## config.mk

```make
export PLATFORM = sky130hd
export DESIGN_NAME = periodic_task_release_scheduler
export DESIGN_NICKNAME = d
export VERILOG_FILES = /design/src/rtl/ptrs_pkg.sv /design/src/rtl/periodic_task_release_scheduler.sv
export SDC_FILE = /design/constraint.sdc
export NUM_CORES = 1
export LEC_CHECK = 0
export BUFFER_PORTS_ARGS = -buffer_cell sky130_fd_sc_hd__buf_2
export CAP_MARGIN = 0
export CELL_PAD_IN_SITES_DETAIL_PLACEMENT = 1
export CELL_PAD_IN_SITES_GLOBAL_PLACEMENT = 1
export CORE_MARGIN = 2
export CORE_UTILIZATION = 45
export DETAILED_ROUTE_END_ITERATION = 8
export PLACE_DENSITY_LB_ADDON = 0.1
export SETUP_SLACK_MARGIN = 0.2
export SYNTH_ARGS = -nofsm -noshare
export SYNTH_HDL_FRONTEND = slang
export SYNTH_SLANG_ARGS = --single-unit
```

## constraint.sdc

```tcl
create_clock -name clk -period 7.3 [get_ports clk]
set_input_delay 1.46 -clock clk [delete_from_list [all_inputs] [get_ports clk]]
set_output_delay 1.46 -clock clk [all_outputs]
set_load 0.01 [all_outputs]
```

## src/rtl/ptrs_pkg.sv

```systemverilog
// Shared constants and codes for the periodic task release scheduler.
package ptrs_pkg;

    localparam int NUM_SLOTS   = 8;
    localparam int MAX_RESULTS = 8;
    localparam int SLOT_W      = (NUM_SLOTS > 1) ? $clog2(NUM_SLOTS) : 1;
    localparam int CNT_W       = $clog2(MAX_RESULTS + 1);

    localparam logic [2:0] MODE_TICK    = 3'd0;
    localparam logic [2:0] MODE_CREATE  = 3'd1;
    localparam logic [2:0] MODE_SUSPEND = 3'd2;
    localparam logic [2:0] MODE_RESUME  = 3'd3;
    localparam logic [2:0] MODE_DELETE  = 3'd4;

    localparam logic KIND_RELEASE = 1'b0;
    localparam logic KIND_STATUS  = 1'b1;

    typedef logic [15:0] period_t;

endpackage

```

## src/rtl/periodic_task_release_scheduler.sv

```systemverilog
// Top level of the periodic task release scheduler: slot table, modulo sequencer, output register.
//
// Usage
//   Input channel (in_valid / in_stall, fields mode, slot, period) carries one transaction
//   per tick or slot operation. Output channel (out_valid / out_stall, fields kind,
//   task_slot, ok, last) carries results; the last result caused by a transaction has last 1.
//   A slot operation (create, suspend, resume, delete, or an unknown mode) gives a single
//   status result, which sits in the output register in the cycle after it is taken.
//   A tick bumps the 32-bit counter and then walks the slots in order. For every occupied,
//   running slot with a nonzero period, one shared restoring remainder unit divides the
//   counter by the period after a set-up step, one quotient bit a cycle. A release walk
//   over the slots follows; the receiver can hold it up by stalling releases.
//   A tick with no release gives no result. At most MAX_RESULTS releases leave per tick.
//   in_stall is high while a tick is being worked on, and while the output register holds
//   a result that the receiver is stalling. A stalled result holds its value.
//   Reset (rst_n low, asynchronous) empties every slot, zeroes the counter and drops any
//   result not yet taken.
module periodic_task_release_scheduler
    import ptrs_pkg::*;
(
    input  logic        clk,
    input  logic        rst_n,
    input  logic        in_valid,
    output logic        in_stall,
    input  logic [2:0]  mode,
    input  logic [7:0]  slot,
    input  logic [15:0] period,
    output logic        out_valid,
    input  logic        out_stall,
    output logic        kind,
    output logic [7:0]  task_slot,
    output logic        ok,
    output logic        last
);

    localparam logic [1:0] ST_IDLE = 2'd0;
    localparam logic [1:0] ST_SCAN = 2'd1;
    localparam logic [1:0] ST_DIV  = 2'd2;
    localparam logic [1:0] ST_EMIT = 2'd3;

    localparam logic [SLOT_W-1:0] LAST_SLOT   = SLOT_W'(NUM_SLOTS - 1);
    localparam logic [7:0]        NUM_SLOTS_B = 8'(NUM_SLOTS);
    localparam logic [CNT_W-1:0]  LAST_CNT    = CNT_W'(MAX_RESULTS - 1);

    // Sequencer and counter
    logic [1:0]           state_reg, state_next;
    logic [31:0]          count_reg, count_next;
    logic [SLOT_W-1:0]    idx_reg, idx_next;
    logic [NUM_SLOTS-1:0] mask_reg, mask_next;
    logic [CNT_W-1:0]     emit_cnt_reg, emit_cnt_next;

    // Shared remainder unit
    logic [31:0] quot_reg, quot_next;
    logic [15:0] rem_reg, rem_next;
    logic [4:0]  bit_reg, bit_next;

    // Slot table
    logic    occ_reg [NUM_SLOTS];
    logic    occ_next [NUM_SLOTS];
    logic    run_reg [NUM_SLOTS];
    logic    run_next [NUM_SLOTS];
    period_t per_reg [NUM_SLOTS];
    period_t per_next [NUM_SLOTS];

    // Output register
    logic       out_valid_reg, out_valid_next;
    logic       kind_reg, kind_next;
    logic [7:0] task_slot_reg, task_slot_next;
    logic       ok_reg, ok_next;
    logic       last_reg, last_next;

    logic              out_free;
    logic              in_accept;
    logic              in_range;
    logic [SLOT_W-1:0] op_idx;
    logic [16:0]       rem_shift;
    logic [16:0]       rem_diff;
    logic [15:0]       rem_step;
    period_t           cur_period;
    logic              eligible;
    logic              higher_set;

    assign out_free  = !out_valid_reg || !out_stall;
    assign in_stall  = (state_reg != ST_IDLE) || !out_free;
    assign in_accept = in_valid && !in_stall;
    assign in_range  = slot < NUM_SLOTS_B;
    assign op_idx    = slot[SLOT_W-1:0];

    assign cur_period = per_reg[idx_reg];
    assign eligible   = occ_reg[idx_reg] && run_reg[idx_reg] && (cur_period != 16'd0);

    // One restoring step: bring down the next counter bit, subtract if it fits
    assign rem_shift = {rem_reg, quot_reg[31]};
    assign rem_diff  = rem_shift - {1'b0, cur_period};
    assign rem_step  = (rem_shift >= {1'b0, cur_period}) ? rem_diff[15:0] : rem_shift[15:0];

    always_comb
    begin
        higher_set = 1'b0;
        for (int j = 0; j < NUM_SLOTS; j++)
        begin
            if ((SLOT_W'(j) > idx_reg) && mask_reg[j])
            begin
                higher_set = 1'b1;
            end
        end
    end

    always_comb
    begin
        state_next     = state_reg;
        count_next     = count_reg;
        idx_next       = idx_reg;
        mask_next      = mask_reg;
        emit_cnt_next  = emit_cnt_reg;
        quot_next      = quot_reg;
        rem_next       = rem_reg;
        bit_next       = bit_reg;
        occ_next       = occ_reg;
        run_next       = run_reg;
        per_next       = per_reg;
        out_valid_next = out_valid_reg && out_stall;
        kind_next      = kind_reg;
        task_slot_next = task_slot_reg;
        ok_next        = ok_reg;
        last_next      = last_reg;

        case (state_reg)
            ST_IDLE:
            begin
                if (in_accept)
                begin
                    if (mode == MODE_TICK)
                    begin
                        count_next = count_reg + 32'd1;
                        idx_next   = '0;
                        mask_next  = '0;
                        state_next = ST_SCAN;
                    end
                    else
                    begin
                        out_valid_next = 1'b1;
                        kind_next      = KIND_STATUS;
                        task_slot_next = slot;
                        last_next      = 1'b1;
                        ok_next        = 1'b0;
                        if (in_range)
                        begin
                            case (mode)
                                MODE_CREATE:
                                begin
                                    if (!occ_reg[op_idx])
                                    begin
                                        occ_next[op_idx] = 1'b1;
                                        run_next[op_idx] = 1'b1;
                                        per_next[op_idx] = period;
                                        ok_next          = 1'b1;
                                    end
                                end
                                MODE_SUSPEND:
                                begin
                                    run_next[op_idx] = 1'b0;
                                    ok_next          = 1'b1;
                                end
                                MODE_RESUME:
                                begin
                                    run_next[op_idx] = 1'b1;
                                    ok_next          = 1'b1;
                                end
                                MODE_DELETE:
                                begin
                                    occ_next[op_idx] = 1'b0;
                                    run_next[op_idx] = 1'b0;
                                    per_next[op_idx] = 16'd0;
                                    ok_next          = 1'b1;
                                end
                                default:
                                begin
                                    ok_next = 1'b0;
                                end
                            endcase
                        end
                    end
                end
            end
            ST_SCAN:
            begin
                if (eligible)
                begin
                    quot_next  = count_reg;
                    rem_next   = 16'd0;
                    bit_next   = 5'd31;
                    state_next = ST_DIV;
                end
                else if (idx_reg == LAST_SLOT)
                begin
                    idx_next      = '0;
                    emit_cnt_next = '0;
                    state_next    = ST_EMIT;
                end
                else
                begin
                    idx_next = idx_reg + 1'b1;
                end
            end
            ST_DIV:
            begin
                rem_next  = rem_step;
                quot_next = {quot_reg[30:0], 1'b0};
                bit_next  = bit_reg - 5'd1;
                if (bit_reg == 5'd0)
                begin
                    mask_next[idx_reg] = (rem_step == 16'd0);
                    if (idx_reg == LAST_SLOT)
                    begin
                        idx_next      = '0;
                        emit_cnt_next = '0;
                        state_next    = ST_EMIT;
                    end
                    else
                    begin
                        idx_next   = idx_reg + 1'b1;
                        state_next = ST_SCAN;
                    end
                end
            end
            ST_EMIT:
            begin
                if (!mask_reg[idx_reg])
                begin
                    if (idx_reg == LAST_SLOT)
                    begin
                        state_next = ST_IDLE;
                    end
                    else
                    begin
                        idx_next = idx_reg + 1'b1;
                    end
                end
                else if (out_free)
                begin
                    out_valid_next = 1'b1;
                    kind_next      = KIND_RELEASE;
                    task_slot_next = 8'(idx_reg);
                    ok_next        = 1'b1;
                    last_next      = !higher_set || (emit_cnt_reg == LAST_CNT);
                    emit_cnt_next  = emit_cnt_reg + 1'b1;
                    if (!higher_set || (emit_cnt_reg == LAST_CNT) || (idx_reg == LAST_SLOT))
                    begin
                        state_next = ST_IDLE;
                    end
                    else
                    begin
                        idx_next = idx_reg + 1'b1;
                    end
                end
            end
            default:
            begin
                state_next = ST_IDLE;
            end
        endcase
    end

    always_ff @(posedge clk or negedge rst_n)
    begin
        if (!rst_n)
        begin
            state_reg     <= ST_IDLE;
            count_reg     <= 32'd0;
            idx_reg       <= '0;
            mask_reg      <= '0;
            emit_cnt_reg  <= '0;
            out_valid_reg <= 1'b0;
            for (int k = 0; k < NUM_SLOTS; k++)
            begin
                occ_reg[k] <= 1'b0;
                run_reg[k] <= 1'b0;
                per_reg[k] <= 16'd0;
            end
        end
        else
        begin
            state_reg     <= state_next;
            count_reg     <= count_next;
            idx_reg       <= idx_next;
            mask_reg      <= mask_next;
            emit_cnt_reg  <= emit_cnt_next;
            out_valid_reg <= out_valid_next;
            occ_reg       <= occ_next;
            run_reg       <= run_next;
            per_reg       <= per_next;
        end
    end

    // Datapath registers, no reset needed
    always_ff @(posedge clk)
    begin
        quot_reg      <= quot_next;
        rem_reg       <= rem_next;
        bit_reg       <= bit_next;
        kind_reg      <= kind_next;
        task_slot_reg <= task_slot_next;
        ok_reg        <= ok_next;
        last_reg      <= last_next;
    end

    assign out_valid = out_valid_reg;
    assign kind      = kind_reg;
    assign task_slot = task_slot_reg;
    assign ok        = ok_reg;
    assign last      = last_reg;

    // The partial remainder always stays below the divisor
    a_rem_below_period: assert property (@(posedge clk) disable iff (!rst_n)
        (state_reg == ST_DIV) |-> (rem_reg < cur_period))
        else $error("remainder not below period");

    // Never more releases per tick than allowed
    a_emit_cap: assert property (@(posedge clk) disable iff (!rst_n)
        emit_cnt_reg <= CNT_W'(MAX_RESULTS))
        else $error("release count above cap");

    // A tick advances the counter by exactly one
    a_tick_count: assert property (@(posedge clk) disable iff (!rst_n)
        (in_accept && (mode == MODE_TICK)) |=> (count_reg == $past(count_reg) + 32'd1))
        else $error("tick did not advance counter");

    // A slot operation yields a status result on the next cycle
    a_op_status: assert property (@(posedge clk) disable iff (!rst_n)
        (in_accept && (mode != MODE_TICK)) |=>
            (out_valid_reg && (kind_reg == KIND_STATUS) && last_reg))
        else $error("missing status result");

    // A shown release names an in-range slot
    a_release_range: assert property (@(posedge clk) disable iff (!rst_n)
        (out_valid_reg && (kind_reg == KIND_RELEASE)) |-> (task_slot_reg < NUM_SLOTS_B))
        else $error("release of out-of-range slot");

endmodule
```

# Yosys cells after proc, flatten, opt, wreduce, memory -nomap -nowiden

Index checks and enable logic that the tools add are counted.

Input bits: 31
Word-level logic and storage cells: 237
Register bits after elaboration: 258
Output and inout port bits: 13

Eq/ne operators: 24
Reduce and logical (&&, ||, !) cells: 46
$add $sub $neg: 5
Muxes and demuxes: 100
Order comparisons: 15
Bitwise logic cells: 10

Operators by type and width:

| cell                  | count |
|---|---|
| $pmux 128 s2          | 1 |
| $and 128x128->128     | 1 |
| $bwmux 128            | 1 |
| $mux 128              | 1 |
| $not 128->128         | 1 |
| $mux 16               | 5 |
| $mux 8                | 9 |
| $pmux 32 s2           | 1 |
| $bmux 16 s3           | 1 |
| $demux 16 s3          | 1 |
| $pmux 8 s2            | 3 |
| $mux 1                | 33 |
| $add 32x1->32 const B | 1 |
| $mux 32               | 1 |
| $pmux 16 s2           | 1 |
| $mux 3                | 9 |
| $pmux 8 s3            | 1 |
| $mux 2                | 10 |
| $mux 4                | 5 |
| $ne 2x2->1 const B    | 9 |
| $ne 3x3->1 const B    | 6 |
| $ge 17x16->1          | 1 |
| $and 8x8->8           | 2 |
| $logic_not 16->1      | 1 |
| other kinds (48)      | 95 |

# Longest topological paths before layout

Gate-level depths: netlist (run 1).

Depth after elaboration: 17
Depth in mapped cells: 17
Depth with buffers taken out: 13

# Least setup slack after synthesis (run 1)

No wires, ideal clock.

Path type: register to register
Start: reg state_reg[0]
End: reg bit_reg[0] (enable)
Arrival time: 4.890 ns
Required time: 6.763 ns
Path buffers: 2
Setup time: 0.537 ns
Path slack: 1.873 ns
Period minus slack after synthesis: 5.427 ns
Cell stages (with the launch flop): 7
Cells stage by stage: dfrtp_1 -> inv_1 -> ha_1 -> clkbuf_1 -> inv_1 -> clkbuf_1 -> o21ai_0

Cells in the longest elaborated chain, start to end: 3
Elaborated cells between the ends (all ways): 5
Those cells by class: eq/ne: 3; reduce/logical: 2

Ends and longest elaborated chain:

| element                                                   | line                                   | source |
|---|---|---|
| start: declaration                                        | periodic_task_release_scheduler.sv:46  | `logic [1:0] state_reg, state_next;` |
| start signal: assignment                                  | periodic_task_release_scheduler.sv:284 | `state_reg <= state_next;` |
| $eq 2x1->1 or $eq 2x2->1 (tied branches)                  | periodic_task_release_scheduler.sv:128 | `case (state_reg)` |
| $ne 2x2->1 (no line) or $reduce_bool 2->1 (tied branches) | --                                     |  |
| $reduce_and 2->1 (no line) *                              | --                                     |  |
| end signal: assignment                                    | periodic_task_release_scheduler.sv:301 | `bit_reg <= bit_next;` |
| end: declaration                                          | periodic_task_release_scheduler.sv:55  | `logic [4:0] bit_reg, bit_next;` |

Every way passes the cells marked *; elsewhere a longest branch is shown, timed or not.
A chain may end at the register's enable or synchronous reset.

# Final worst setup path (run 1)

Start: reg idx_reg[0]
End: reg mask_reg[7]

Cells in the longest elaborated chain, start to end: 10
Elaborated cells between the ends (all ways): 16
Those cells by class: add/sub: 1; order compare: 3; mux: 9; bitwise: 1; reduce/logical: 2

Ends and longest elaborated chain:

| element                                        | line                                                                         | source |
|---|---|---|
| start: declaration                             | periodic_task_release_scheduler.sv:48                                        | `logic [SLOT_W-1:0] idx_reg, idx_next;` |
| start signal: assignment                       | periodic_task_release_scheduler.sv:286                                       | `idx_reg <= idx_next;` |
| $not 3->4 (implied by the code)                | periodic_task_release_scheduler.sv:89                                        | `assign cur_period = per_reg[idx_reg];` |
| $bmux 16 s3                                    | periodic_task_release_scheduler.sv:89                                        |  |
| $mux 16 (implied by the code) (2 in series)    | periodic_task_release_scheduler.sv:89                                        |  |
| $sub 16x16->16 or $ge 17x16->1 (tied branches) | periodic_task_release_scheduler.sv:94, periodic_task_release_scheduler.sv:95 |  |
| $mux 16                                        | periodic_task_release_scheduler.sv:95                                        | `assign rem_step = (rem_shift >= {1'b0, cur_period}) ? rem_diff[15:0] : rem_shift[15:0];` |
| $logic_not 16->1                               | periodic_task_release_scheduler.sv:213                                       | `mask_next[idx_reg] = (rem_step == 16'd0);` |
| $bwmux 8 *                                     | periodic_task_release_scheduler.sv:213                                       |  |
| $mux 8 *                                       | periodic_task_release_scheduler.sv:211                                       | `if (bit_reg == 5'd0)` |
| $pmux 8 s2 *                                   | periodic_task_release_scheduler.sv:128                                       |  |
| end signal: assignment                         | periodic_task_release_scheduler.sv:287                                       | `mask_reg <= mask_next;` |
| end: declaration                               | periodic_task_release_scheduler.sv:49                                        | `logic [NUM_SLOTS-1:0] mask_reg, mask_next;` |

Every way passes the cells marked *; elsewhere a longest branch is shown, timed or not. The select of a mux whose other input is x is not followed.

==> run_results.csv, run 1 <==
group,metric,value,unit
detailed_routing,drt_iter0_markers,580,
finish,final_area,14700,um^2
hold_path,min-delay-start,"per_reg[117]",
hold_path,min_path_type,"reg -> reg",
finish,area_delta_synth_final,11.5,%
global_routing,grt_pass1_wl,53.3,mm
cts,clockBufferDepth,3,
cts,htreeDepth,1,
critical_path,cpMaxStageDelayCell,"dfrtp_2",
synth,ys.flop_type,"dfrtp_1",
critical_path,cp_data_required_time,7710,ps
global_routing,grt_pass1_vias,9505,
critical_path,path_buf_inv,2,
power_and_ir_drop,power.leakage,6.46,nW
power_and_ir_drop,power,0.00432,W
synth,yosys-top-cells-count,"dfrtp_1 (194), nand2_1 (131), mux2_2 (128)",
cts,post-cts-setup-buffers,0,
critical_path,crit_fanout,40,
placed_design,gp_congestion,0.845,
cts,root_buffer,"clkbuf_16",
critical_path,worstPathArrival,5890,ps
critical_path,slowest_delay,950,ps
detailed_routing,ant_nets,0,
synth,ys_seq_area_share,51.3,%
sta,grt_setup_unrepaired,"no",
sta,max_freq,183,MHz
detailed_routing,met3_length,894,um
critical_path,r2r-end,"mask_reg[7]",
sta,fin_crit_sh,75.0,%
detailed_routing,wl_met1,16.1,mm
die,rows,62,
sta,fin_tns_setup,0,ps
die,die_h,175,um
finish,largest_reg_flops,128,
global_routing,grt_overflow,0,
finish,nets,1231,
synth,netlist_instances,1143,
placed_design,io_buffers,43,
synth,synth.largest_area_cell,"dfrtp_1",
synth,async_flop_share,75.2,%
synth,yosys-top-cells-area,"dfrtp_1 (37%), edfxtp_1 (15%), mux2_2 (11%)",
critical_path,critical_path_depth,13,
critical_path,criticalPathCategory,"reg -> reg",
sta,period_minus_slack,5480,ps
synth,avgSynthCellArea,11.6,um^2
cts,cts_tree,"built",
detailed_routing,first_pass_iters,5,
die,core,28800,um^2
synth,synth-seq-cells,258,
sta,tightest_slew,1190,ps
global_routing,antenna_found_initial,0,
placed_design,place_ws,1870,ps
synth,syn_nets,1201,
critical_path,path_cells,"buf_4 -> mux4_2 -> mux2i_1 -> ha_1 -> nand2_1 -> a211oi_1 -> o2111ai_1 -> and3b_1 -> o21ai_2 -> buf_4 -> mux2i_1 -> nand4_1 -> o41ai_1",
sta,finalMaxSlewViolations,0,
detailed_routing,dr_total_vias,8940,
die,dieWidth,175,um
critical_path,r2r_cells,13,
placed_design,place_area,13800,um^2
synth,syn_area,13200,um^2
cts,path_clk_slew,60,ps
sta,finalSetupViolCount,0,
critical_path,r2r_setup_slack,1820,ps
power_and_ir_drop,ir_drop,0.213,mV
job,cap_violations,0,
detailed_routing,drt_wl_total,32.9,mm
hold_path,hold_path_end,"per_reg[117]",
synth,synth_edf_count,64,
cts,cts.sinks,258,
critical_path,startpoint_type,"flop",
die,pin_count,44,
sta,clock-skew-final,17.9,ps
detailed_routing,top_layer,"met4",
finish,antenna_cells,0,
critical_path,crit_family,"compound AO/OA/AOI/OAI gates",
detailed_routing,drcViolationCount,0,
global_routing,grt_start_max_net_pins,76,
status,status,"finished clean",
finish,drive_gt1_share,22.9,%
hold_path,hold_depth,2,
die,start_util,45.9,%
cts,cts_buffers,29,
sta,maxSlewHeadroom,20.9,%
critical_path,cp-end-kind,"flop",
cts,ctsResizeCount,0,
critical_path,r2r_start,"idx_reg[0]",
sta,finalHoldViolCount,0,
synth,synth_top_area_share,36.8,%
placed_design,dp_hpwl,22.1,mm
sta,setup_ws,1820,ps
die,die_area,30700,um^2
synth,yosys_warnings,0,
cts,cts_hold_buf,0,
power_and_ir_drop,power.density,293,nW/um^2
detailed_routing,viasPerCell,5.67,
detailed_routing,met2WireLength,15.3,mm
global_routing,grt.total_usage,21.8,%
synth,synth.distinct_cells,69,
detailed_routing,wire_per_inst,20.9,um
synth,yosysMostFrequentCell,"dfrtp_1",
cts,clk_latency,550,ps
stage by stage:
| stage | instances | utilization (%) | hold WS, ps |
|---|---|---|---|
| floorplan | 1143 | - | 442 |
| global placement | 1526 | 48.0 | 460 |
| detailed placement | 1526 | 48.0 | 471 |
| CTS | 1578 | 51.2 | 485 |
| global route | 1578 | 51.2 | 509 |
| finish | 1578 | 51.2 | 483 |
tightest hold or removal path, stage by stage, from the launching register on:
cell and delay, ps:
dfrtp_1 340, nand2_1 50, o21ai_0 60
cell type report:
class	instances	area, um^2
clock buffer	40	848
sequential	258	6780
multi-input combinational	797	6110
fill	3010	14100
inverter	27	101
tap	384	480
clock inverter	12	57.6
timing repair buffer	60	352
worst max-delay path by stage:
stage / slack (ps) / end / startpoint
CTS: 1860 / mask_reg[4] / idx_reg[0]
global route: 1400 / mask_reg[4] / idx_reg[0]
finish: 1820 / mask_reg[7] / idx_reg[0]
floorplan: 1870 / bit_reg[0] / state_reg[0]
detailed placement: 1870 / mask_reg[4] / idx_reg[0]
global placement: 2140 / mask_reg[7] / idx_reg[0]
metal layers:
layer | GRT usage [%] | vias up
met4 | 4.62 | 0
li1 | - | 4223
met3 | 2.97 | 38
met2 | 35.6 | 112
met5 | 0 | -
met1 | 31.3 | 4567
power breakdown:
part           switching, W  internal (W)  leakage [nW]
sequential         0.000129       0.00166          3.28
combinational      0.000695      0.000453          2.74
clock              0.000585      0.000803         0.443
cell usage in the layout (no fill, tap or decap), types with 4 or more instances in the layout:
master | netlist | layout
o211ai_1 | 6 | 6
nand3_1 | 28 | 28
mux2_2 | 128 | 128
inv_1 | 26 | 26
nor2b_1 | 15 | 15
mux2i_1 | 40 | 40
nor2_1 | 54 | 54
nor3_1 | 14 | 14
mux4_2 | 26 | 26
buf_4 | 0 | 17
ha_1 | 26 | 25
nand2_1 | 131 | 131
clkbuf_8 | 0 | 7
nand4_1 | 7 | 7
clkinv_1 | 1 | 7
clkbuf_16 | 0 | 30
clkbuf_1 | 37 | 4
o41ai_1 | 8 | 8
o21ai_0 | 88 | 86
dfrtp_1 | 194 | 192
a211oi_1 | 5 | 5
edfxtp_1 | 64 | 64
a31oi_1 | 8 | 8
nand2b_1 | 15 | 15
a31o_2 | 4 | 4
nor4_1 | 7 | 7
xor2_1 | 12 | 12
a21oi_1 | 28 | 28
and3_1 | 15 | 15
buf_2 | 15 | 42
xnor2_1 | 39 | 39
a221oi_1 | 9 | 9
and2_1 | 21 | 21
a21o_1 | 6 | 6
clkinv_2 | 0 | 4
logic make-up (layout without fill, tap and decap cells):
family / after synthesis / count (layout) / synth area share, %
adders and majority gates: 27 / 27 / 2.62
xor gates and xnor gates: 51 / 51 / 3.38
muxes: 194 / 194 / 18.4
and+or+nand+nor: 326 / 326 / 11.9
buffers and inverters: 88 / 139 / 2.76
AOI/OAI and AO/OA: 199 / 199 / 9.65
DFF: 258 / 258 / 51.3
Power figures use the tool's default switching activity.
==> run 2, diff against run 1 <==
--- a/config.mk
+++ b/config.mk
@@ -5,12 +5,13 @@
 export SDC_FILE = /design/constraint.sdc
 export NUM_CORES = 1
 export LEC_CHECK = 0
+export ABC_AREA = 1
 export BUFFER_PORTS_ARGS = -buffer_cell sky130_fd_sc_hd__buf_2
 export CAP_MARGIN = 0
 export CELL_PAD_IN_SITES_DETAIL_PLACEMENT = 1
 export CELL_PAD_IN_SITES_GLOBAL_PLACEMENT = 1
 export CORE_MARGIN = 2
-export CORE_UTILIZATION = 45
+export CORE_UTILIZATION = 42
 export DETAILED_ROUTE_END_ITERATION = 8
 export PLACE_DENSITY_LB_ADDON = 0.1
 export SETUP_SLACK_MARGIN = 0.2
==> constraint.sdc (replaced) <==
create_clock -name clk -period 4.6 [get_ports clk]
set_input_delay 0.92 -clock clk [delete_from_list [all_inputs] [get_ports clk]]
set_output_delay 0.92 -clock clk [all_outputs]
set_load 0.01 [all_outputs]
==> run 2 against run 1 <==
Power up 100%. Core utilization down 3.7 points. Sequential share of layout area down 3.1 points. Clock skew up 2.4 ps. Die area up 14%. Critical path type unchanged. Largest power group is now combinational logic. Register-to-register slack worse by 1200 ps. Critical path depth up 9. Cell area up 7.2%. Sequential power up 69%. Combinational power rose to 3.0 times the previous value.
==> run_results.csv, run 2 <==
group,metric,value,unit
sta,finalHoldViolCount,0,
cts,clockBufferDepth,3,
power_and_ir_drop,ir_drop,0.310,mV
sta,max_freq,248,MHz
cts,clk_latency,560,ps
die,core,33300,um^2
synth,synth_top_area_share,34.4,%
cts,cts_buffers,30,
synth,async_flop_share,75.2,%
sta,hold_ws,363,ps
sta,fin_crit_sh,87.5,%
synth,avgSynthCellArea,7.62,um^2
sta,tightest_slew,1140,ps
die,rows,67,
die,dieWidth,187,um
critical_path,crit_fanout,18,
synth,yosys_warnings,0,
die,start_util,42.4,%
critical_path,slowest_delay,490,ps
critical_path,criticalPathCategory,"reg -> reg",
synth,yosys-top-cells-area,"dfrtp_1 (34%), nand2_1 (18%), edfxtp_1 (14%)",
detailed_routing,ant_nets,0,
detailed_routing,wire_per_inst,18.3,um
sta,fin_tns_setup,0,ps
placed_design,dp_hpwl,30.8,mm
critical_path,r2r_setup_slack,570,ps
die,die_area,35100,um^2
placed_design,gp_congestion,0.877,
synth,yosys-top-cells-count,"nand2_1 (685), inv_1 (240), dfrtp_1 (194), o21ai_0 (194), nor2_1 (105)",
finish,nFillCells,4172,
placed_design,io_buffers,43,
finish,mostFrequentLayoutCells,"nand2_1 (685), inv_1 (240), o21ai_0 (193)",
cts,cts_hold_buf,0,
finish,largest_reg_flops,128,
sta,finalSetupViolCount,0,
die,die_h,187,um
cts,path_clk_slew,60,ps
critical_path,path_cells,"buf_4 -> nor2_1 -> buf_4 -> o211ai_1 -> nand2_1 -> inv_1 -> nand2_1 -> inv_1 -> ha_1 -> a21oi_1 -> nor2_1 -> nor2_1 -> nand2_1 -> nor2_4 -> nand2_4 -> nand2_1 -> nand2_1 -> nor2_1 -> nand2_1 -> nor2_4 -> nand3_1 -> nand2_1",
critical_path,cp_data_required_time,5100,ps
global_routing,grt.total_usage,25.3,%
synth,synth_edf_count,64,
critical_path,cpMaxStageDelayCell,"dfrtp_1",
global_routing,grt_overflow,0,
critical_path,crit_path_frequent_cell,"nand2_1",
detailed_routing,drcViolationCount,0,
global_routing,antenna_found_initial,1,
synth,synth.largest_area_cell,"dfrtp_1",
power_and_ir_drop,power.leakage,7.85,nW
finish,final_util,47.5,%
sta,clock-skew-final,20.3,ps
critical_path,path_buf_inv,4,
synth,ys_seq_area_share,48.0,%
global_routing,grt_start_max_net_pins,93,
detailed_routing,first_pass_iters,4,
finish,area_delta_synth_final,11.9,%
power_and_ir_drop,power,0.00879,W
hold_path,min_path_type,"in -> async",
sta,maxSlewHeadroom,23.7,%
critical_path,cp-end-kind,"flop",
cts,root_buffer,"clkbuf_16",
detailed_routing,drt_iter0_markers,540,
synth,netlist_instances,1853,
critical_path,worstPathArrival,4520,ps
critical_path,crit_family,"simple AND/OR/NAND/NOR gates",
status,status,"finished clean",
finish,drive_gt1_share,8.46,%
critical_path,startpoint_type,"flop",
sta,grt_setup_unrepaired,"no",
synth,ys.flop_type,"dfrtp_1",
cts,cts_tree,"built",
synth,syn_area,14100,um^2
die,pin_count,44,
cts,htreeDepth,1,
finish,nets,1951,
synth,syn_nets,1911,
detailed_routing,dr_total_vias,12200,
power_and_ir_drop,power.density,557,nW/um^2
detailed_routing,viasPerCell,5.18,
synth,synth.distinct_cells,45,
synth,synth-seq-cells,258,
synth,yosysMostFrequentCell,"nand2_1",
sta,finalMaxSlewViolations,0,
job,cap_violations,0,
detailed_routing,drt_wl_total,43.3,mm
global_routing,grt_pass1_wl,70.7,mm
global_routing,grt_pass1_vias,12800,
finish,final_common_cell,"nand2_1",
cts,cts.sinks,258,
sta,period_minus_slack,4030,ps
[run 2: changes by cell type after synthesis, moves of 26 or more]
cell / previous run / this run
mux2_2: 128 / 0
nor2_1: 54 / 105
mux2i_1: 40 / 0
xnor2_1: 39 / 3
mux4_2: 26 / 0
inv_1: 26 / 240
nand2_1: 131 / 685
nand3_1: 28 / 75
o21ai_0: 88 / 194
[run 2: layout make-up]
type | instances | area, um^2 | area share [%]
well taps | 448 | 561 | 3.55
diodes | 1 | 2.50 | 0.0158
multi-input cells | 1284 | 6100 | 38.7
clock buffers | 46 | 912 | 5.78
flip-flops and latches | 258 | 6780 | 42.9
clock inverters | 7 | 42.5 | 0.269
inverters | 250 | 938 | 5.94
repair buffers | 69 | 452 | 2.86
[run 2: timing repair]
item                                    CTS  global route
setup buffers                             0             1
endpoints found under the setup margin    0             8
resized for setup                         0             2
[run 2: stage by stage]
stage / instances / worst slack [ps] / area [um^2]
detailed placement: 2308 / 591 / 14800
floorplan: 1853 / 514 / 14100
CTS: 2361 / 568 / 15800
global placement: 2308 / 706 / 14800
finish: 2363 / 574 / 15800
global route: 2363 / 201 / 15800
[run 2: cells by family (layout without fill, tap and decap cells)]
family                     Yosys count  after routing  synth area share (%)
adders and majority gates           27             27                  2.45
buffers and inverters              311            372                  8.90
AOI/OAI and AO/OA                  278            278                  10.6
and+or+nand+nor                    941            941                  27.6
DFF                                258            258                  48.0
other                                0              1                     0
xor gates and xnor gates            38             38                  2.36
[run 2: worst paths after layout]
path	start	depth (start not counted)	end
setup / recovery	idx_reg[1]	22	mask_reg[0]
hold / removal	rst_n	1	per_reg[35]
setup reg to reg	idx_reg[1]	22	mask_reg[0]
hold reg to reg	per_reg[0]	2	per_reg[0]
max in group asynchronous	rst_n	2	idx_reg[0]
min in group clk	per_reg[0]	2	per_reg[0]
[run 2: metal layers]
| metal | global-route usage [%] | vias up | share of wire, % |
|---|---|---|---|
| met1 | 34.4 | 6020 | 46 |
| met3 | 2.96 | 80 | 3.4 |
| met4 | 7.88 | 0 | 3.2 |
| met2 | 42.4 | 190 | 47 |
| li1 | - | 5952 | - |
| met5 | 0 | - | 0 |
[run 2: power breakdown]
group          internal (W)  switching (W)  total, W
Clock               0.00135       0.000957   0.00231
Combinational       0.00102        0.00246   0.00348
Sequential          0.00282       0.000185   0.00301
